==> src/rtl/cscl_pkg.sv <==
// ----------------------------------------------------------------------------
// cscl_pkg: shared types and constants of the serial command link
// Request kinds, frame lengths, register reset values and the structs that
// pass between the front end, the request queue and the back end.
// ----------------------------------------------------------------------------
`timescale 1ns / 1ps

package cscl_pkg;

   // Request kinds
   localparam logic KIND_RX_BYTE = 1'b0;
   localparam logic KIND_TX_READY = 1'b1;

   // Register indexes, as selected by paddr[2]
   localparam logic REG_SYNC_BYTE = 1'b0;
   localparam logic REG_PULSE_OFFSET = 1'b1;

   localparam int CSR_ADDR_W = 3;
   localparam int CSR_DATA_W = 32;

   localparam logic [7:0] SYNC_RESET = 8'hAA;
   localparam logic [15:0] OFFSET_RESET = 16'h07CF;

   // Receive framing: the checksum byte sits at this position
   localparam logic [1:0] RX_CHECK_POS = 2'd3;

   // Telemetry reply framing
   localparam int TX_FRAME_LEN = 10;
   localparam int TX_POS_W = 4;
   localparam logic [TX_POS_W-1:0] TX_FIRST_POS = TX_POS_W'(1);
   localparam logic [TX_POS_W-1:0] TX_LAST_POS = TX_POS_W'(TX_FRAME_LEN - 1);
   localparam int TEL_WORDS = 4;

   // Request queue between front and back end
   localparam int QUEUE_DEPTH = 2;
   localparam int QPTR_W = (QUEUE_DEPTH > 1) ? $clog2(QUEUE_DEPTH) : 1;
   localparam int QCOUNT_W = $clog2(QUEUE_DEPTH + 1);

   typedef struct packed {
      logic [7:0] sync_byte;
      logic [15:0] pulse_offset;
   } cfg_type;

   typedef struct packed {
      logic kind;
      logic is_sync;
      logic [7:0] rx_byte;
      logic [9:0] adc_ch0;
      logic [9:0] adc_ch1;
      logic [15:0] encoder_count;
      logic [15:0] mag_x;
   } cmd_type;

   typedef struct packed {
      logic full;
      logic empty;
   } queue_status_type;

   typedef struct packed {
      logic tx_valid;
      logic [7:0] tx_byte;
      logic tx_last;
      logic pulse_valid;
      logic [15:0] pulse_width;
      logic frame_rejected;
   } result_type;

endpackage

==> src/rtl/checksummed_serial_command_link.sv <==
// ----------------------------------------------------------------------------
// checksummed_serial_command_link: framed servo command receiver with reply
// Frames 4-byte checksummed commands; each good one opens a 10-byte telemetry
// reply with the sync byte, and each transmitter-ready request sends the next.
// ----------------------------------------------------------------------------
`timescale 1ns / 1ps

// Every request, received byte or transmitter ready, yields exactly one
// response. The block sustains one request per clock while the response side
// does not stall: a two-entry queue takes requests while the back end advances
// its framing state one request per cycle, and that state update sets the
// rate. An accepted request is written into the queue, then taken into the
// output register that drives the response outputs. Stalling the response
// side fills the queue and then raises req_stall. The sync byte (address 0)
// and the pulse offset (address 4) must be written over the APB port only
// while the block is idle; the block itself does not enforce this. paddr[2]
// selects the register.
module checksummed_serial_command_link (
   input logic clock,
   input logic reset,
   // Request channel
   input logic req_valid,
   output logic req_stall,
   input logic req_type,
   input logic [7:0] req_rx_byte,
   input logic [9:0] req_adc_ch0,
   input logic [9:0] req_adc_ch1,
   input logic [15:0] req_encoder_count,
   input logic [15:0] req_mag_x,
   // Response channel
   output logic rsp_valid,
   input logic rsp_stall,
   output logic rsp_tx_valid,
   output logic [7:0] rsp_tx_byte,
   output logic rsp_tx_last,
   output logic rsp_pulse_valid,
   output logic [15:0] rsp_pulse_width,
   output logic rsp_frame_rejected,
   // Configuration port
   input logic psel,
   input logic penable,
   input logic pwrite,
   input logic [cscl_pkg::CSR_ADDR_W-1:0] paddr,
   input logic [cscl_pkg::CSR_DATA_W-1:0] pwdata,
   output logic [cscl_pkg::CSR_DATA_W-1:0] prdata,
   output logic pready
);
   import cscl_pkg::*;

   logic [7:0] sync_ff;
   logic [15:0] offset_ff;
   logic csr_write;
   cfg_type cfg;
   cmd_type head;
   queue_status_type q_status;
   logic pop;
   result_type rsp;

   // Configuration registers: the write lands on the access cycle
   assign pready = 1'b1;
   assign csr_write = psel && penable && pwrite && pready;

   always_ff @(posedge clock) begin
      if (reset) begin
         sync_ff <= SYNC_RESET;
         offset_ff <= OFFSET_RESET;
      end else if (csr_write) begin
         unique case (paddr[2])
            REG_SYNC_BYTE: sync_ff <= pwdata[7:0];
            REG_PULSE_OFFSET: offset_ff <= pwdata[15:0];
            default: ;
         endcase
      end
   end

   always_comb begin
      unique case (paddr[2])
         REG_SYNC_BYTE: prdata = {24'd0, sync_ff};
         REG_PULSE_OFFSET: prdata = {16'd0, offset_ff};
         default: prdata = '0;
      endcase
   end

   assign cfg.sync_byte = sync_ff;
   assign cfg.pulse_offset = offset_ff;

   // Front end: tag and queue requests
   cscl_front u_front (
      .clock(clock),
      .reset(reset),
      .req_valid(req_valid),
      .req_stall(req_stall),
      .req_type(req_type),
      .req_rx_byte(req_rx_byte),
      .req_adc_ch0(req_adc_ch0),
      .req_adc_ch1(req_adc_ch1),
      .req_encoder_count(req_encoder_count),
      .req_mag_x(req_mag_x),
      .cfg(cfg),
      .pop(pop),
      .head(head),
      .status(q_status)
   );

   // Back end: advance framing and reply state, register the response
   cscl_back u_back (
      .clock(clock),
      .reset(reset),
      .cfg(cfg),
      .head(head),
      .status(q_status),
      .pop(pop),
      .rsp_valid(rsp_valid),
      .rsp_stall(rsp_stall),
      .rsp(rsp)
   );

   assign rsp_tx_valid = rsp.tx_valid;
   assign rsp_tx_byte = rsp.tx_byte;
   assign rsp_tx_last = rsp.tx_last;
   assign rsp_pulse_valid = rsp.pulse_valid;
   assign rsp_pulse_width = rsp.pulse_width;
   assign rsp_frame_rejected = rsp.frame_rejected;

   // A good command always opens the reply with the configured sync byte
   a_pulse_opens_reply: assert property (@(posedge clock) disable iff (reset)
      (rsp_valid && rsp_pulse_valid) |-> (rsp_tx_valid && rsp_tx_byte == sync_ff))
      else $error("good command without sync byte reply");

   // A queued request with a free output register is delivered next cycle
   a_queue_drains: assert property (@(posedge clock) disable iff (reset)
      (!q_status.empty && (!rsp_valid || !rsp_stall)) |=> rsp_valid)
      else $error("queued request not delivered");

   // The queue never reads as both full and empty
   a_queue_status: assert property (@(posedge clock) disable iff (reset)
      !(q_status.full && q_status.empty))
      else $error("queue status inconsistent");

endmodule

==> src/rtl/cscl_front.sv <==
// ----------------------------------------------------------------------------
// cscl_front: request intake and classification
// Tags each request with its kind and a sync-byte match, and holds it in a
// short queue until the back end takes it.
// ----------------------------------------------------------------------------
`timescale 1ns / 1ps

module cscl_front (
   input logic clock,
   input logic reset,
   input logic req_valid,
   output logic req_stall,
   input logic req_type,
   input logic [7:0] req_rx_byte,
   input logic [9:0] req_adc_ch0,
   input logic [9:0] req_adc_ch1,
   input logic [15:0] req_encoder_count,
   input logic [15:0] req_mag_x,
   input cscl_pkg::cfg_type cfg,
   input logic pop,
   output cscl_pkg::cmd_type head,
   output cscl_pkg::queue_status_type status
);
   import cscl_pkg::*;

   cmd_type entry_ff [QUEUE_DEPTH];
   logic [QPTR_W-1:0] wr_ptr_ff, wr_ptr_in;
   logic [QPTR_W-1:0] rd_ptr_ff, rd_ptr_in;
   logic [QCOUNT_W-1:0] count_ff, count_in;
   cmd_type incoming;
   logic push;
   logic do_pop;

   function automatic logic [QPTR_W-1:0] next_ptr(input logic [QPTR_W-1:0] ptr);
      if (ptr == QPTR_W'(QUEUE_DEPTH - 1)) begin
         return '0;
      end
      return ptr + QPTR_W'(1);
   endfunction

   always_comb begin
      incoming.kind = req_type;
      incoming.is_sync = (req_rx_byte == cfg.sync_byte);
      incoming.rx_byte = req_rx_byte;
      incoming.adc_ch0 = req_adc_ch0;
      incoming.adc_ch1 = req_adc_ch1;
      incoming.encoder_count = req_encoder_count;
      incoming.mag_x = req_mag_x;
   end

   assign status.full = (count_ff == QCOUNT_W'(QUEUE_DEPTH));
   assign status.empty = (count_ff == '0);
   assign req_stall = status.full;
   assign push = req_valid && !status.full;
   assign do_pop = pop && !status.empty;
   assign head = entry_ff[rd_ptr_ff];

   always_comb begin
      wr_ptr_in = push ? next_ptr(wr_ptr_ff) : wr_ptr_ff;
      rd_ptr_in = do_pop ? next_ptr(rd_ptr_ff) : rd_ptr_ff;
      count_in = count_ff;
      if (push && !do_pop) begin
         count_in = count_ff + QCOUNT_W'(1);
      end else if (do_pop && !push) begin
         count_in = count_ff - QCOUNT_W'(1);
      end
   end

   always_ff @(posedge clock) begin
      if (reset) begin
         wr_ptr_ff <= '0;
         rd_ptr_ff <= '0;
         count_ff <= '0;
      end else begin
         wr_ptr_ff <= wr_ptr_in;
         rd_ptr_ff <= rd_ptr_in;
         count_ff <= count_in;
      end
   end

   always_ff @(posedge clock) begin
      if (push) begin
         entry_ff[wr_ptr_ff] <= incoming;
      end
   end

endmodule

==> src/rtl/cscl_back.sv <==
// ----------------------------------------------------------------------------
// cscl_back: command framing and telemetry reply engine
// Takes one queued request a cycle unless the response stalls, advances the
// receive and transmit state, registers the result for the response channel.
// ----------------------------------------------------------------------------
`timescale 1ns / 1ps

module cscl_back (
   input logic clock,
   input logic reset,
   input cscl_pkg::cfg_type cfg,
   input cscl_pkg::cmd_type head,
   input cscl_pkg::queue_status_type status,
   output logic pop,
   output logic rsp_valid,
   input logic rsp_stall,
   output cscl_pkg::result_type rsp
);
   import cscl_pkg::*;

   logic [1:0] rx_position_ff, rx_position_in;
   logic [7:0] rx_sum_ff, rx_sum_in;
   logic [15:0] rx_pulse_ff, rx_pulse_in;
   logic tx_active_ff, tx_active_in;
   logic [TX_POS_W-1:0] tx_position_ff, tx_position_in;
   logic [7:0] tx_sum_ff, tx_sum_in;
   logic [15:0] tel_ff [TEL_WORDS];
   logic snapshot;
   logic rsp_valid_ff, rsp_valid_in;
   result_type rsp_ff, rsp_in;
   logic [TX_POS_W-1:0] tel_k;
   logic [15:0] tel_word;
   logic [7:0] tel_byte;

   // Take the next request whenever the output register is free or draining
   assign pop = !status.empty && (!rsp_valid_ff || !rsp_stall);

   assign tel_k = tx_position_ff - TX_FIRST_POS;
   assign tel_word = tel_ff[tel_k[2:1]];
   assign tel_byte = tel_k[0] ? tel_word[15:8] : tel_word[7:0];

   always_comb begin
      rx_position_in = rx_position_ff;
      rx_sum_in = rx_sum_ff;
      rx_pulse_in = rx_pulse_ff;
      tx_active_in = tx_active_ff;
      tx_position_in = tx_position_ff;
      tx_sum_in = tx_sum_ff;
      snapshot = 1'b0;
      rsp_in = '0;
      if (head.kind == KIND_RX_BYTE) begin
         if (rx_position_ff == 2'd0) begin
            if (head.is_sync) begin
               rx_sum_in = head.rx_byte;
               rx_position_in = 2'd1;
            end
         end else if (rx_position_ff < RX_CHECK_POS) begin
            if (rx_position_ff == 2'd1) begin
               rx_pulse_in[7:0] = head.rx_byte;
            end else begin
               rx_pulse_in[15:8] = head.rx_byte;
            end
            rx_sum_in = rx_sum_ff + head.rx_byte;
            rx_position_in = rx_position_ff + 2'd1;
         end else begin
            if (rx_sum_ff == head.rx_byte) begin
               rsp_in.pulse_valid = 1'b1;
               rsp_in.pulse_width = rx_pulse_ff + cfg.pulse_offset;
               rsp_in.tx_valid = 1'b1;
               rsp_in.tx_byte = cfg.sync_byte;
               snapshot = 1'b1;
               tx_active_in = 1'b1;
               tx_position_in = TX_FIRST_POS;
               tx_sum_in = cfg.sync_byte;
            end else begin
               rsp_in.frame_rejected = 1'b1;
            end
            rx_position_in = 2'd0;
            rx_sum_in = '0;
         end
      end else if (tx_active_ff) begin
         rsp_in.tx_valid = 1'b1;
         if (tx_position_ff >= TX_FIRST_POS && tx_position_ff < TX_LAST_POS) begin
            rsp_in.tx_byte = tel_byte;
            tx_sum_in = tx_sum_ff + tel_byte;
            tx_position_in = tx_position_ff + TX_POS_W'(1);
         end else begin
            rsp_in.tx_byte = tx_sum_ff;
            rsp_in.tx_last = 1'b1;
            tx_active_in = 1'b0;
            tx_position_in = TX_FIRST_POS;
            tx_sum_in = '0;
         end
      end
   end

   always_comb begin
      rsp_valid_in = rsp_valid_ff;
      if (pop) begin
         rsp_valid_in = 1'b1;
      end else if (!rsp_stall) begin
         rsp_valid_in = 1'b0;
      end
   end

   always_ff @(posedge clock) begin
      if (reset) begin
         rx_position_ff <= '0;
         rx_sum_ff <= '0;
         rx_pulse_ff <= '0;
         tx_active_ff <= 1'b0;
         tx_position_ff <= TX_FIRST_POS;
         tx_sum_ff <= '0;
         rsp_valid_ff <= 1'b0;
      end else begin
         rsp_valid_ff <= rsp_valid_in;
         if (pop) begin
            rx_position_ff <= rx_position_in;
            rx_sum_ff <= rx_sum_in;
            rx_pulse_ff <= rx_pulse_in;
            tx_active_ff <= tx_active_in;
            tx_position_ff <= tx_position_in;
            tx_sum_ff <= tx_sum_in;
         end
      end
   end

   always_ff @(posedge clock) begin
      if (pop) begin
         rsp_ff <= rsp_in;
      end
      if (pop && snapshot) begin
         tel_ff[0] <= {6'd0, head.adc_ch0};
         tel_ff[1] <= {6'd0, head.adc_ch1};
         tel_ff[2] <= head.encoder_count;
         tel_ff[3] <= head.mag_x;
      end
   end

   assign rsp_valid = rsp_valid_ff;
   assign rsp = rsp_ff;

endmodule

==> config.mk <==
export PLATFORM = sky130hd
export DESIGN_NAME = checksummed_serial_command_link
export DESIGN_NICKNAME = d
export VERILOG_FILES = /design/src/rtl/cscl_pkg.sv /design/src/rtl/checksummed_serial_command_link.sv /design/src/rtl/cscl_front.sv /design/src/rtl/cscl_back.sv
export SDC_FILE = /design/constraint.sdc
export NUM_CORES = 1
export LEC_CHECK = 0
export CORE_AREA = 2 2 144 146
export CTS_BUF_LIST = sky130_fd_sc_hd__clkbuf_4 sky130_fd_sc_hd__clkbuf_8 sky130_fd_sc_hd__clkbuf_16
export CTS_CLUSTER_DIAMETER = 30
export CTS_CLUSTER_SIZE = 28
export DETAILED_ROUTE_END_ITERATION = 16
export DIE_AREA = 0 0 146 148
export DONT_BUFFER_PORTS = 1
export PLACE_DENSITY = 0.75
export SLEW_MARGIN = 20
export SYNTH_ARGS = -nofsm -noshare
export SYNTH_HDL_FRONTEND = slang
export SYNTH_SLANG_ARGS = --single-unit
==> constraint.sdc <==
create_clock -name clock -period 6.36 [get_ports clock]
set_clock_uncertainty 0.05 [all_clocks]
set_input_delay 0.636 -clock clock [delete_from_list [all_inputs] [get_ports clock]]
set_output_delay 0.636 -clock clock [all_outputs]
set_load 0.02 [all_outputs]
==> flow_summary.ini <==
[run_status]
status = completed

[clocking]
cts_tree = done
post_cts_resized = 0
cts-root-buf = clkbuf_16
cts.path.max_buffers = 3
clkLatencyLatePin_ns = 0.55
hold_buffers = 0
cts.repair_timing.setup_buffer_count = 0
htreeDepth = 2
cts_buffers = 50
clk_pin_slew_ns = 0.05
cts.sinks = 273

[logic_synthesis]
synth_top_cell_area_share = 0.518
ys_seq_elements = 273
syn_avg_cell_area_sq_um = 13.3
synth_warnings = 0
syn_inst = 888
synth_flop_cell = edfxtp_1
async_flop_share = 0
synth-edff-count = 204
synth_area_leaders = edfxtp_1, dfxtp_1, mux2_2
synth_cell_types = 55
syn-cell-area_sq_um = 11800
synth_top_area_cell = edfxtp_1
yosysSeqAreaShare = 0.635

[worst_hold_path]
holdPathStages = 1
hold_class = in -> reg

[critical_path]
crit_required_ns = 6.73
critPathArrivalTime_ns = 4.90
critPathKind = reg -> reg
reg2reg_depth = 14
critical_path.max_fanout = 11
critPathCaptureType = flop
worst_setup_path_start_kind = flop

[route]
remaining_drc_errors = 0
via_count = 6896
drt-initial-drc-count = 397
drtAntennaViolNets = 0
drt_pass1_iterations = 7
wire_per_inst_um = 19.2
via_per_inst = 5.62
wl_mm = 23.5

[die]
num_rows = 52
start_util = 0.590
core_sq_um = 20000
die_x_um = 146
pin_count = 166
dieArea_sq_um = 21600
die_h_um = 148

[global_route]
grt_pass1_vias = 6945
grt_max_degree = 70
overflow = 0
track_usage = 0.220
grt_pass1_wl_mm = 36.9
grtUsageMet3 = 0.0583
grt-busiest-layer = met2
grt_use_met1 = 0.260
grtUsageMet2 = 0.384
antenna_found_initial = 0

[cells_and_area]
final_cells = 1227
mostFrequentLayoutCell = edfxtp_1
final_layout_size_suffix_gt1_frac = 0.191
final_area_sq_um = 13800
syn_to_final_growth_pct = 17.0
n_fill_cell = 1426
fin_nets = 1058
diodes = 0
fin_util = 0.691
final_cell_mix = edfxtp_1, nor2_1, nand2_1, dfxtp_1, mux2_2

[timing]
drv_slew = 0
finalCritPeriodShare = 0.712
setup_viol = 0
fmax_mhz = 221
rsz0062_at_grt = false
hold_viol = 0
finalCriticalPeriod_ns = 4.53
worst_pin_slew_ns = 0.985
tns_ns = 0
slew-limit-headroom = 0.341

[run]
maxCapViolCount = 0

[power]
power_frac_seq = 0.403
combPwrFrac = 0.137
leakagePower_nw = 5.08
intPower_w = 0.00440
pwr-share-clk = 0.460
switchingPower_w = 0.00156
ir_drop_v = 0.000344
power_density_nw_per_um2 = 431
switching_share = 0.262

[placed_design]
gp_congestion = 0.849
placed_cell_area_sq_um = 12000
place_inst = 1133
dp_hpwl_mm = 14.9
io_buffer_count = 0
[final cells by class]
cell class                 count  area [sq um]  area share
sequential                   273          7510       0.542
clock buffer                  59          1380      0.0999
tap                          270           338      0.0244
multi-input combinational    552          4020       0.290
timing repair buffer          10          75.1     0.00542
clock inverter                35           417      0.0301
inverter                      28           105     0.00759
[registers in the layout, summed over array words and instances, names as in the netlist, named ones only]
register               flops
u_front.entry_ff         124
u_back.tel_ff             52
u_front.rd_ptr_ff          1
u_back.rsp                28
sync_ff                    8
u_front.count_ff           2
u_back.rx_position_ff      2
u_back.tx_active_ff        1
u_front.wr_ptr_ff          1
u_back.rx_pulse_ff        16
u_back.rsp_valid           1
offset_ff                 16
u_back.tx_position_ff      4
u_back.tx_sum_ff           8
u_back.rx_sum_ff           8
[power by group through the flow]
stage / clock network (W) / registers [W] / logic (W)
final: 0.00274 / 0.00241 / 0.000817
after global routing: 0.00287 / 0.00243 / 0.000901
after CTS: 0.00278 / 0.00241 / 0.000829
after detailed placement: 0 / 0.00244 / 0.000821
after global placement: 0 / 0.00243 / 0.000809
after floorplan: 0 / 0.00241 / 0.000668
[synthesized netlist by cell type, types with 3 or more instances]
library cell	number
a211o_1	7
a211oi_1	20
a21o_1	6
a21oi_1	43
a221oi_1	4
a22oi_1	12
a31oi_1	3
and2_1	9
buf_1	4
buf_4	18
clkbuf_1	25
dfxtp_1	69
edfxtp_1	204
fa_1	3
ha_1	37
inv_1	27
mux2_2	63
mux2i_1	22
mux4_2	10
nand2_1	77
nand2b_1	6
nand3_1	5
nand3b_1	8
nand4_1	4
nor2_1	83
nor2b_1	8
nor3_1	15
nor3b_1	5
o21ai_0	16
o31ai_1	7
xnor2_1	18
xor2_1	20
[layer usage]
layer	vias up	wire [um]
li1	3320	-
met1	3307	9150
met2	210	11900
met3	59	1620
met4	0	855
met5	-	0
[cells by family after synthesis]
family | after synthesis | synth area share
adders and majority gates | 40 | 0.0442
muxes | 96 | 0.0995
buffers and inverters | 78 | 0.0318
DFF | 273 | 0.635
and+or+nand+nor | 228 | 0.0870
AOI/OAI and AO/OA | 133 | 0.0741
xor gates and xnor gates | 38 | 0.0281
other | 2 | 0.000635
[critical path, stage by stage (launching register included)]
cell and delay, ns:
dfxtp_1 0.68, inv_1 0.33, ha_1 0.81, buf_4 0.30, mux4_2 0.32, mux2i_1 0.27
inv_1 0.11, ha_1 0.29, a21oi_1 0.21, o2111ai_1 0.20, a21o_1 0.21, a21oi_1 0.18
xnor2_1 0.08, a221oi_1 0.28, nor3_1 0.08
[final timing paths]
check / start / endpoint / slack, ns
setup / recovery: u_back.tx_position_ff[0]$_SDFFE_PP1P_ / u_back.tx_sum_ff[7]$_SDFFE_PP0P_ / 1.83
setup reg to reg: u_back.tx_position_ff[0]$_SDFFE_PP1P_ / u_back.tx_sum_ff[7]$_SDFFE_PP0P_ / 1.83
hold / removal: reset / offset_ff[15]$_SDFFE_PP0P_ / 0.13
hold reg to reg: offset_ff[14]$_SDFFE_PP0P_ / offset_ff[14]$_SDFFE_PP0P_ / 0.44
[per-stage QoR]
| stage | hold slack [ns] | setup WS (ns) | power (W) |
|---|---|---|---|
| 2_1_floorplan | 0.399 | 1.65 | 0.00307 |
| 4_1_cts | 0.0952 | 1.77 | 0.00602 |
| 6_report | 0.126 | 1.83 | 0.00597 |
| 3_5_place_dp | 0.421 | 1.79 | 0.00326 |
| 5_1_grt | 0.109 | 1.48 | 0.00620 |
| 3_3_place_gp | 0.413 | 1.91 | 0.00324 |
Power figures use the tool's default switching activity.
